**config.mk**
```make
export PLATFORM = sky130hd
export DESIGN_NAME = array_insert_and_statistics_engine_flat
export DESIGN_NICKNAME = d
export VERILOG_FILES = /design/src/rtl/core/aise_pkg.sv /design/src/rtl/core/aise_if.sv /design/src/rtl/core/aise_ram.sv /design/src/rtl/core/aise_prime.sv /design/src/rtl/core/aise_seq.sv /design/src/rtl/core/array_insert_and_statistics_engine.sv /design/src/flat_wrapper.sv
export SDC_FILE = /design/constraint.sdc
export NUM_CORES = 2
export LEC_CHECK = 0
export BUFFER_PORTS_ARGS = -buffer_cell sky130_fd_sc_hd__clkbuf_2
export CELL_PAD_IN_SITES_DETAIL_PLACEMENT = 1
export CELL_PAD_IN_SITES_GLOBAL_PLACEMENT = 1
export CORE_ASPECT_RATIO = 0.7
export CORE_MARGIN = 8
export CORE_UTILIZATION = 45
export CTS_BUF_LIST = sky130_fd_sc_hd__clkbuf_16
export DETAILED_ROUTE_END_ITERATION = 12
export PLACE_DENSITY = 0.71
export SYNTH_ARGS = -nofsm -noshare
export SYNTH_HDL_FRONTEND = slang
export SYNTH_SLANG_ARGS = --single-unit
```
**constraint.sdc**
```tcl
create_clock -name clk_i -period 9.81 [get_ports clk_i]
set_clock_uncertainty 0.15 [all_clocks]
set_input_delay 0.981 -clock clk_i [delete_from_list [all_inputs] [get_ports clk_i]]
set_output_delay 0.981 -clock clk_i [all_outputs]
set_load 0.005 [all_outputs]
```
**src/rtl/core/aise_pkg.sv**
```systemverilog
// ----------------------------------------------------------------------------
// aise_pkg
// Shared types and constants for the array insert and statistics engine.
// ----------------------------------------------------------------------------
package aise_pkg;

  localparam int unsigned Capacity  = 128;
  localparam int unsigned WordWidth = 32;
  localparam int unsigned IdxW      = $clog2(Capacity);
  localparam int unsigned CntW      = $clog2(Capacity + 1);
  localparam int unsigned MainW     = 40;

  typedef enum logic [2:0] {
    REQ_APPEND = 3'd0,
    REQ_INSERT = 3'd1,
    REQ_READ   = 3'd2,
    REQ_EVEN   = 3'd3,
    REQ_MINMAX = 3'd4,
    REQ_PRIME  = 3'd5,
    REQ_COUNT  = 3'd6
  } req_e;

  typedef enum logic [1:0] {
    ST_OK      = 2'd0,
    ST_BAD_POS = 2'd1,
    ST_FULL    = 2'd2,
    ST_EMPTY   = 2'd3
  } status_e;

  typedef struct packed {
    logic [2:0]  req_type;
    logic [7:0]  position;
    logic [31:0] value;
  } req_t;

  typedef struct packed {
    logic [1:0]  status;
    logic [39:0] result_main;
    logic [31:0] result_min;
    logic [7:0]  fill_count;
  } rsp_t;

  // prime test handshake between sequencer and trial divider
  typedef struct packed {
    logic                 start;
    logic [WordWidth-1:0] word;
  } prime_req_t;

  typedef struct packed {
    logic done;
    logic prime;
  } prime_rsp_t;

endpackage

```
**src/rtl/core/aise_if.sv**
```systemverilog
// ----------------------------------------------------------------------------
// aise_req_if / aise_rsp_if
// Valid/ready channels for requests and responses.
// ----------------------------------------------------------------------------
interface aise_req_if;
  logic             valid;
  logic             ready;
  aise_pkg::req_t   payload;
  modport source (output valid, output payload, input ready);
  modport sink   (input valid, input payload, output ready);
endinterface

interface aise_rsp_if;
  logic             valid;
  logic             ready;
  aise_pkg::rsp_t   payload;
  modport source (output valid, output payload, input ready);
  modport sink   (input valid, input payload, output ready);
endinterface

```
**src/rtl/core/aise_ram.sv**
```systemverilog
// ----------------------------------------------------------------------------
// aise_ram
// Single-port entry store, one write or one registered read per cycle.
// ----------------------------------------------------------------------------
module aise_ram (
  input  logic                                    clk_i,
  input  logic                                    we_i,
  input  logic [aise_pkg::IdxW-1:0]               addr_i,
  input  logic [aise_pkg::WordWidth-1:0]          wdata_i,
  output logic [aise_pkg::WordWidth-1:0]          rdata_o
);
  import aise_pkg::*;

  logic [WordWidth-1:0] mem [Capacity];

  // write or read, read data registered
  always_ff @(posedge clk_i) begin
    if (we_i) begin
      mem[addr_i] <= wdata_i;
    end else begin
      rdata_o <= mem[addr_i];
    end
  end

endmodule

```
**src/rtl/core/aise_prime.sv**
```systemverilog
// ----------------------------------------------------------------------------
// aise_prime
// Trial divider: tests odd divisors j while j*j <= x, one remainder bit per
// cycle through a restoring divider.
// ----------------------------------------------------------------------------
module aise_prime (
  input  logic                   clk_i,
  input  logic                   rst_ni,
  input  aise_pkg::prime_req_t   req_i,
  output aise_pkg::prime_rsp_t   rsp_o
);
  import aise_pkg::*;

  localparam int unsigned BitCntW = $clog2(WordWidth + 1);

  typedef enum logic [2:0] {S_IDLE, S_CHECK, S_DIV, S_NEXT, S_DONE} state_e;

  state_e               state_q;
  logic [WordWidth-1:0] x_q;
  logic [WordWidth-1:0] j_q;
  logic [WordWidth-1:0] quo_q;
  logic [WordWidth:0]   rem_q;
  logic [BitCntW-1:0]   bit_q;
  logic [2*WordWidth-1:0] sq_q;
  logic                 prime_q;
  logic                 done_q;

  logic [WordWidth:0]   rem_sh;
  logic [WordWidth:0]   rem_sub;

  // one restoring division step
  assign rem_sh  = {rem_q[WordWidth-1:0], quo_q[WordWidth-1]};
  assign rem_sub = rem_sh - {1'b0, j_q};

  always_ff @(posedge clk_i or negedge rst_ni) begin
    if (!rst_ni) begin
      state_q <= S_IDLE;
      done_q  <= 1'b0;
      prime_q <= 1'b0;
    end else begin
      done_q <= 1'b0;
      case (state_q)
        S_IDLE: begin
          if (req_i.start) begin
            x_q <= req_i.word;
            j_q <= WordWidth'(3);
            sq_q <= (2*WordWidth)'(9);
            if (req_i.word[WordWidth-1] || req_i.word < WordWidth'(2)) begin
              prime_q <= 1'b0;
              state_q <= S_DONE;
            end else if (!req_i.word[0]) begin
              prime_q <= (req_i.word == WordWidth'(2));
              state_q <= S_DONE;
            end else begin
              prime_q <= 1'b1;
              state_q <= S_CHECK;
            end
          end
        end
        S_CHECK: begin
          if (sq_q > {{WordWidth{1'b0}}, x_q}) begin
            state_q <= S_DONE;
          end else begin
            quo_q   <= x_q;
            rem_q   <= '0;
            bit_q   <= BitCntW'(WordWidth);
            state_q <= S_DIV;
          end
        end
        S_DIV: begin
          if (!rem_sub[WordWidth]) begin
            rem_q <= rem_sub;
          end else begin
            rem_q <= rem_sh;
          end
          quo_q <= {quo_q[WordWidth-2:0], 1'b0};
          bit_q <= bit_q - BitCntW'(1);
          if (bit_q == BitCntW'(1)) begin
            state_q <= S_NEXT;
          end
        end
        S_NEXT: begin
          if (rem_q == '0) begin
            prime_q <= 1'b0;
            state_q <= S_DONE;
          end else begin
            // (j+2)^2 = j^2 + 4j + 4
            sq_q    <= sq_q + {{(WordWidth-2){1'b0}}, j_q, 2'b00}
                       + (2*WordWidth)'(4);
            j_q     <= j_q + WordWidth'(2);
            state_q <= S_CHECK;
          end
        end
        S_DONE: begin
          done_q  <= 1'b1;
          state_q <= S_IDLE;
        end
        default: state_q <= S_IDLE;
      endcase
    end
  end

  assign rsp_o.done  = done_q;
  assign rsp_o.prime = prime_q;

endmodule

```
**src/rtl/core/aise_seq.sv**
```systemverilog
// ----------------------------------------------------------------------------
// aise_seq
// Request sequencer: walks the entry store one entry at a time for inserts
// and queries, accumulates results and drives the response register.
// ----------------------------------------------------------------------------
module aise_seq (
  input  logic                  clk_i,
  input  logic                  rst_ni,
  aise_req_if.sink              req,
  aise_rsp_if.source            rsp,
  output logic                  we_o,
  output logic [aise_pkg::IdxW-1:0]      addr_o,
  output logic [aise_pkg::WordWidth-1:0] wdata_o,
  input  logic [aise_pkg::WordWidth-1:0] rdata_i,
  output aise_pkg::prime_req_t  prime_req_o,
  input  aise_pkg::prime_rsp_t  prime_rsp_i
);
  import aise_pkg::*;

  typedef enum logic [3:0] {
    S_IDLE, S_ZFILL, S_SH_RD, S_SH_WR, S_PUT, S_SCAN_RD, S_SCAN_WAIT, S_SCAN_USE,
    S_PRIME_WAIT, S_RESP
  } state_e;

  state_e               state_q;
  logic [2:0]           req_q;
  logic [IdxW-1:0]      pos_q;
  logic [WordWidth-1:0] val_q;
  logic [CntW-1:0]      cnt_q;
  logic [CntW-1:0]      idx_q;
  logic [1:0]           status_q;
  logic signed [MainW-1:0]     main_q;
  logic signed [WordWidth-1:0] min_q;
  logic                 rsp_valid_q;
  logic                 we_q;
  logic [IdxW-1:0]      addr_q;
  logic [WordWidth-1:0] wdata_q;
  logic                 pstart_q;
  logic [WordWidth-1:0] pword_q;

  logic signed [WordWidth-1:0] rd_s;
  logic                        pos_ok;
  logic [CntW-1:0]             pos_ext;

  assign rd_s    = signed'(rdata_i);
  assign pos_ok  = (32'(req.payload.position) < Capacity);
  assign pos_ext = CntW'(req.payload.position);

  assign req.ready = (state_q == S_IDLE) && !rsp_valid_q;
  assign rsp.valid = rsp_valid_q;
  assign rsp.payload.status      = status_q;
  assign rsp.payload.result_main = main_q;
  assign rsp.payload.result_min  = ((req_q == REQ_MINMAX) && (status_q == ST_OK))
                                   ? min_q : '0;
  assign rsp.payload.fill_count  = 8'(cnt_q);

  assign we_o    = we_q;
  assign addr_o  = addr_q;
  assign wdata_o = wdata_q;
  assign prime_req_o.start = pstart_q;
  assign prime_req_o.word  = pword_q;

  // main sequencer
  always_ff @(posedge clk_i or negedge rst_ni) begin
    if (!rst_ni) begin
      state_q     <= S_IDLE;
      cnt_q       <= '0;
      rsp_valid_q <= 1'b0;
      we_q        <= 1'b0;
      pstart_q    <= 1'b0;
    end else begin
      we_q     <= 1'b0;
      pstart_q <= 1'b0;
      if (rsp_valid_q && rsp.ready) begin
        rsp_valid_q <= 1'b0;
      end
      case (state_q)
        S_IDLE: begin
          if (req.valid && req.ready) begin
            req_q    <= req.payload.req_type;
            pos_q    <= IdxW'(req.payload.position);
            val_q    <= req.payload.value;
            status_q <= ST_OK;
            main_q   <= '0;
            min_q    <= '0;
            idx_q    <= '0;
            state_q  <= S_RESP;
            case (req.payload.req_type)
              REQ_APPEND: begin
                if (32'(cnt_q) >= Capacity) begin
                  status_q <= ST_FULL;
                end else begin
                  we_q    <= 1'b1;
                  addr_q  <= IdxW'(cnt_q);
                  wdata_q <= req.payload.value;
                  cnt_q   <= cnt_q + CntW'(1);
                end
              end
              REQ_INSERT: begin
                if (!pos_ok) begin
                  status_q <= ST_BAD_POS;
                end else if (pos_ext >= cnt_q) begin
                  idx_q   <= cnt_q;
                  state_q <= S_ZFILL;
                end else if (32'(cnt_q) >= Capacity) begin
                  status_q <= ST_FULL;
                end else begin
                  idx_q   <= cnt_q;
                  state_q <= S_SH_RD;
                end
              end
              REQ_READ: begin
                if (!pos_ok || pos_ext >= cnt_q) begin
                  status_q <= ST_BAD_POS;
                end else begin
                  addr_q  <= IdxW'(req.payload.position);
                  idx_q   <= cnt_q - CntW'(1);
                  state_q <= S_SCAN_WAIT;
                end
              end
              REQ_EVEN, REQ_PRIME, REQ_COUNT: begin
                if (cnt_q != '0) state_q <= S_SCAN_RD;
              end
              REQ_MINMAX: begin
                if (cnt_q == '0) status_q <= ST_EMPTY;
                else state_q <= S_SCAN_RD;
              end
              default: ;
            endcase
          end
        end
        // zero the gap between count and position
        S_ZFILL: begin
          we_q   <= 1'b1;
          addr_q <= IdxW'(idx_q);
          if (IdxW'(idx_q) == pos_q) begin
            wdata_q <= val_q;
            cnt_q   <= CntW'(pos_q) + CntW'(1);
            state_q <= S_RESP;
          end else begin
            wdata_q <= '0;
            idx_q   <= idx_q + CntW'(1);
          end
        end
        // shift: read entry idx-1
        S_SH_RD: begin
          if (IdxW'(idx_q) == pos_q) begin
            we_q    <= 1'b1;
            addr_q  <= pos_q;
            wdata_q <= val_q;
            cnt_q   <= cnt_q + CntW'(1);
            state_q <= S_RESP;
          end else begin
            addr_q  <= IdxW'(idx_q - CntW'(1));
            state_q <= S_PUT;
          end
        end
        S_PUT: state_q <= S_SH_WR;
        S_SH_WR: begin
          we_q    <= 1'b1;
          addr_q  <= IdxW'(idx_q);
          wdata_q <= rdata_i;
          idx_q   <= idx_q - CntW'(1);
          state_q <= S_SH_RD;
        end
        // scan issue read
        S_SCAN_RD: begin
          addr_q  <= IdxW'(idx_q);
          state_q <= S_SCAN_WAIT;
        end
        // store samples the address, data comes back next cycle
        S_SCAN_WAIT: state_q <= S_SCAN_USE;
        S_SCAN_USE: begin
          state_q <= S_SCAN_RD;
          case (req_q)
            REQ_READ: main_q <= MainW'(rd_s);
            REQ_EVEN: if (!rdata_i[0]) main_q <= main_q + MainW'(rd_s);
            REQ_COUNT: if (rdata_i == val_q) main_q <= main_q + MainW'(1);
            REQ_MINMAX: begin
              if (idx_q == '0) begin
                main_q <= MainW'(rd_s);
                min_q  <= rd_s;
              end else begin
                if (MainW'(rd_s) > main_q) main_q <= MainW'(rd_s);
                if (rd_s < min_q) min_q <= rd_s;
              end
            end
            REQ_PRIME: begin
              pstart_q <= 1'b1;
              pword_q  <= rdata_i;
              state_q  <= S_PRIME_WAIT;
            end
            default: ;
          endcase
          if (req_q != REQ_PRIME) begin
            idx_q <= idx_q + CntW'(1);
            if (req_q == REQ_READ || idx_q + CntW'(1) >= cnt_q) state_q <= S_RESP;
          end
        end
        S_PRIME_WAIT: begin
          if (prime_rsp_i.done) begin
            if (prime_rsp_i.prime) main_q <= main_q + MainW'(signed'(pword_q));
            idx_q <= idx_q + CntW'(1);
            state_q <= (idx_q + CntW'(1) >= cnt_q) ? S_RESP : S_SCAN_RD;
          end
        end
        S_RESP: begin
          rsp_valid_q <= 1'b1;
          state_q     <= S_IDLE;
        end
        default: state_q <= S_IDLE;
      endcase
    end
  end

endmodule

```
**src/rtl/core/array_insert_and_statistics_engine.sv**
```systemverilog
// Request transfer to response valid: append, errors and empty queries go
// straight to the response; read waits for one store read; an insert shifts
// or zero-fills entries one at a time; a scan reads every entry in turn.
// Prime sum also waits on the trial divider for each entry.
// Throughput: one request at a time; the next transfer follows the response.
// Reset: fill count cleared, entries left unwritten, no clearing pass.
// ----------------------------------------------------------------------------
// array_insert_and_statistics_engine
// Ordered array store with insert, read and statistics queries.
// ----------------------------------------------------------------------------
module array_insert_and_statistics_engine (
  input  logic       clk_i,
  input  logic       rst_ni,
  aise_req_if.sink   req,
  aise_rsp_if.source rsp
);
  import aise_pkg::*;

  logic                 we;
  logic [IdxW-1:0]      addr;
  logic [WordWidth-1:0] wdata;
  logic [WordWidth-1:0] rdata;
  prime_req_t           prime_req;
  prime_rsp_t           prime_rsp;

  aise_seq u_seq (
    .clk_i, .rst_ni, .req, .rsp,
    .we_o(we), .addr_o(addr), .wdata_o(wdata), .rdata_i(rdata),
    .prime_req_o(prime_req), .prime_rsp_i(prime_rsp)
  );

  aise_ram u_ram (
    .clk_i, .we_i(we), .addr_i(addr), .wdata_i(wdata), .rdata_o(rdata)
  );

  aise_prime u_prime (
    .clk_i, .rst_ni, .req_i(prime_req), .rsp_o(prime_rsp)
  );

`ifndef NO_ASSERTIONS
  // fill count never exceeds capacity
  assert property (@(posedge clk_i) disable iff (!rst_ni)
    rsp.valid |-> (32'(rsp.payload.fill_count) <= Capacity))
    else $error("fill count over capacity");

  // no new request is taken while a response waits
  assert property (@(posedge clk_i) disable iff (!rst_ni)
    rsp.valid |-> !req.ready)
    else $error("request taken with response pending");

  // empty status only with zero fill
  assert property (@(posedge clk_i) disable iff (!rst_ni)
    (rsp.valid && rsp.payload.status == ST_EMPTY) |-> (rsp.payload.fill_count == '0))
    else $error("empty status with entries");
`endif

endmodule
```
**src/flat_wrapper.sv**
```systemverilog
// flat-port wrapper written by rule: the top's interface ports become plain ports
module array_insert_and_statistics_engine_flat import aise_pkg::*;
  (clk_i, rst_ni, req_valid, req_payload, req_ready, rsp_valid, rsp_payload, rsp_ready);
  aise_req_if req_i ();
  aise_rsp_if rsp_i ();
  input  logic clk_i;
  input  logic rst_ni;
  input wire logic [$bits(req_i.valid)-1:0] req_valid;
  input wire logic [$bits(req_i.payload)-1:0] req_payload;
  output wire logic [$bits(req_i.ready)-1:0] req_ready;
  output wire logic [$bits(rsp_i.valid)-1:0] rsp_valid;
  output wire logic [$bits(rsp_i.payload)-1:0] rsp_payload;
  input wire logic [$bits(rsp_i.ready)-1:0] rsp_ready;
  assign req_i.valid = req_valid;
  assign req_i.payload = req_payload;
  assign req_ready = req_i.ready;
  assign rsp_valid = rsp_i.valid;
  assign rsp_payload = rsp_i.payload;
  assign rsp_i.ready = rsp_ready;
  array_insert_and_statistics_engine u_core (.clk_i(clk_i), .rst_ni(rst_ni), .req(req_i), .rsp(rsp_i));
endmodule
```
==> run metrics <==
status finished, violations left; violated checks max-capacitance violations, max-slew violations; CTS Buf Count between 400 and 500; Worst Path Required around 10 ns; TritonCTS clock tree built; top-count cell post-synth edfxtp_1; top cells by count, synth edfxtp_1 (4518), a22oi_1 (1412), nor2_1 (411); largest net degree at the start of global routing 129; vias ~120k; FMAX roughly 150 MHz; antenna violations before repair 66; Static Leak roughly 64 nW; PD cells ~260 mW/mm^2; CP peak stage delay ~1.4 ns; Main synth FF type edfxtp_1; Avg WL per Cell 38.7 um; Post-CTS Resized 0; area of the core around 0.40 sq mm; Rows a little under 200; Reg clk slew, reported paths approximately 0.070 ns; IO Count 131; Die X 770 um; CTS Root Cell clkbuf_16; overall power between 0.05 and 0.06 W; chip height between 500 and 600 um; WS Path Type flip-flop to flip-flop; Slew Viols, Final 31; vias per std cell around 6.9; Final HPWL DP between 300000 and 400000 um; crit share post-route 68.7%; number of global-route vias before repair between 100k and 150k; post-route core utilization between 50% and 60%; Initial DRC Count between 15000 and 20000; Routed Antenna Nets 0; CTS sink cnt 4538; Synth Register Bits around 4500; synth top area cells edfxtp_1 (76%), a22oi_1 (5.9%), ha_1 (2.1%); 1st-pass router iterations 10; leading area contributor after synthesis edfxtp_1; H-Tree Level Count 5; GRT overflow 0; Post-CTS Setup Inserts 0; Post-synth EDFFs approximately 4500; asr flop ratio synth less than 1%; Slowest-stage cell, CP nor4_1; Crit. End Element flip-flop; share of the synthesized area in the top cell type about 76%; HP Class primary input to flip-flop; setup TNS 0 ns; Syn Nets around 11000; RSZ-0062 raised after global routing false; worst reg2reg path depth 10; clk_lat worst skew 1.01 ns; Hold Path Stages 2; Final GP Congestion 0.947; crit-path most repeated cell buf_4; Area growth syn-to-layout 12.8%; Post-Syn Instances roughly 11000; Data arrival, critical path about 7.3 ns; Syn. warnings 0; Residual DRC 0; cell chain of the critical path buf_4, nor2_1, and2_4, buf_4, buf_12, a22oi_1, a41oi_1, nor4_1, nand3_1, or3_1; Initial Util a little under half; Layout Nets about 12000; share of cells above drive strength 1 roughly an eighth; total track usage roughly 30%; register area share after synthesis approximately 76%; PortBufs between 100 and 150; Slew @ Worst Pin ~1.7 ns; synthesized area ~0.18 sq mm; Slew HR -11.1%; max-cap check violation count 6; Final Hold Fails 0; synthesized area per cell roughly 16 sq um; CP Launch Type flip-flop; setup violators final 0; area of the die 0.418 sq mm; worst ir drop on vdd approximately 0.19 mV; Final min period between 6 and 7 ns; Routed WL between 600000 and 700000 um; library cells used by synthesis roughly 100; crit-path max FO 73; first-pass GRT wire length about 900000 um; clk buf depth 4
worst paths after layout:
| path | start | endpoint | slack, ns |
|---|---|---|---|
| worst max-delay path | u_core.u_seq.addr_o[0] | u_core.u_ram.rdata_o[28] | 3.07 |
| worst min-delay path | rsp_ready | u_core.u_seq.rsp.valid | 0.05 |
| worst max register to register | u_core.u_seq.addr_o[0] | u_core.u_ram.rdata_o[28] | 3.07 |
| worst min register to register | u_core.u_prime.prime_q | u_core.u_prime.prime_q | 0.35 |
| max in group asynchronous | rst_ni | u_core.u_prime.prime_q | 8.66 |
| min in group asynchronous | rst_ni | u_core.u_seq.cnt_q[7] | 0.44 |
power breakdown:
part	internal (W)	switching (W)	leakage [nW]
logic	0.00345	0.0102	16.7
registers	0.0229	0.000601	40.8
clock network	0.00888	0.00738	6.89
kinds of logic (layout without fill, tap and decap cells):
kind of cell	after synthesis	count (layout)	share of synthesized area, %
buf+inv	900	1540	2.04
flops	4538	4538	76.1
simple gates	1489	1489	4.26
mux	122	122	0.772
xor+xnor	228	228	1.12
other cells	0	28	0
fa+ha+maj	300	300	2.11
compound gates	3304	3304	13.6
layout by cell type (no fill, tap or decap), drive strengths merged, types with 75 or more instances in the layout:
cell type / netlist / routed
a21o: 102 / 102
nand3: 102 / 102
nor3: 75 / 75
and2: 92 / 92
nand2: 235 / 235
a22oi: 1412 / 1412
ha: 296 / 296
xnor2: 126 / 126
a21oi: 285 / 285
inv: 234 / 336
o21ai: 241 / 241
a41oi: 88 / 88
nor2: 414 / 414
a31oi: 225 / 225
clkbuf: 367 / 556
edfxtp: 4518 / 4518
a221oi: 318 / 318
nor4: 127 / 127
xor2: 102 / 102
a22o: 305 / 305
buf: 298 / 412
clkinv: 0 / 185
nand4: 248 / 248
critical path, delay by kind of cell (launching register included):
family | cells | cell delay (ns)
flops | 1 | 0.94
compound gates | 2 | 0.59
buf+inv | 3 | 1.37
simple gates | 5 | 3.34
layout make-up:
| class | count | area (sq um) |
|---|---|---|
| Inverter | 234 | 878 |
| Antenna cell | 28 | 70.1 |
| Timing Repair Buffer | 544 | 4220 |
| Fill cell | 36800 | 194000 |
| Tap cell | 5265 | 6590 |
| Sequential cell | 4538 | 136000 |
| Clock buffer | 425 | 10600 |
| Clock inverter | 337 | 2660 |
| Multi-Input combinational cell | 5443 | 40600 |
metal layers:
layer,GRT usage [%],up-vias,wire (um)
met4,12.4,22,30800
met1,41.7,60300,250000
li1,-,45600,-
met2,42.6,8933,273000
met3,10.4,1402,96100
met5,0,-,138
registers in the layout, indices dropped and copies added, names as in the netlist, 31 cells and up:
signal and cells:
u_core.u_prime.j_q 31, u_core.u_prime.quo_q 32, u_core.u_prime.rem_q 33, u_core.u_prime.sq_q 61, u_core.u_prime.x_q 32, u_core.u_ram.mem 4096, u_core.u_ram.rdata_o 32, u_core.u_seq.main_q 40
u_core.u_seq.min_q 32, u_core.u_seq.pword_q 32, u_core.u_seq.val_q 32, u_core.u_seq.wdata_o 32
stage by stage:
step / setup slack (ns) / area, sq um / cells / hold slack [ns]
after floorplan: 2.06 / 179000 / 10900 / 0.298
after global placement: 3.31 / 188000 / 16000 / 0.334
after detailed placement: 3.75 / 188000 / 16000 / 0.332
after CTS: 3.61 / 202000 / 16800 / 0.00256
after global routing: 3.37 / 202000 / 16800 / 0.0488
final: 3.07 / 202000 / 16800 / 0.0455
what timing repair did:
| item | CTS | global route |
|---|---|---|
| endpoints found under the setup margin | 0 | 0 |
| hold buffers | 1 | 0 |
| endpoints found under the hold margin | 20 | 0 |
Note: power is estimated with default switching activity, not from simulation.
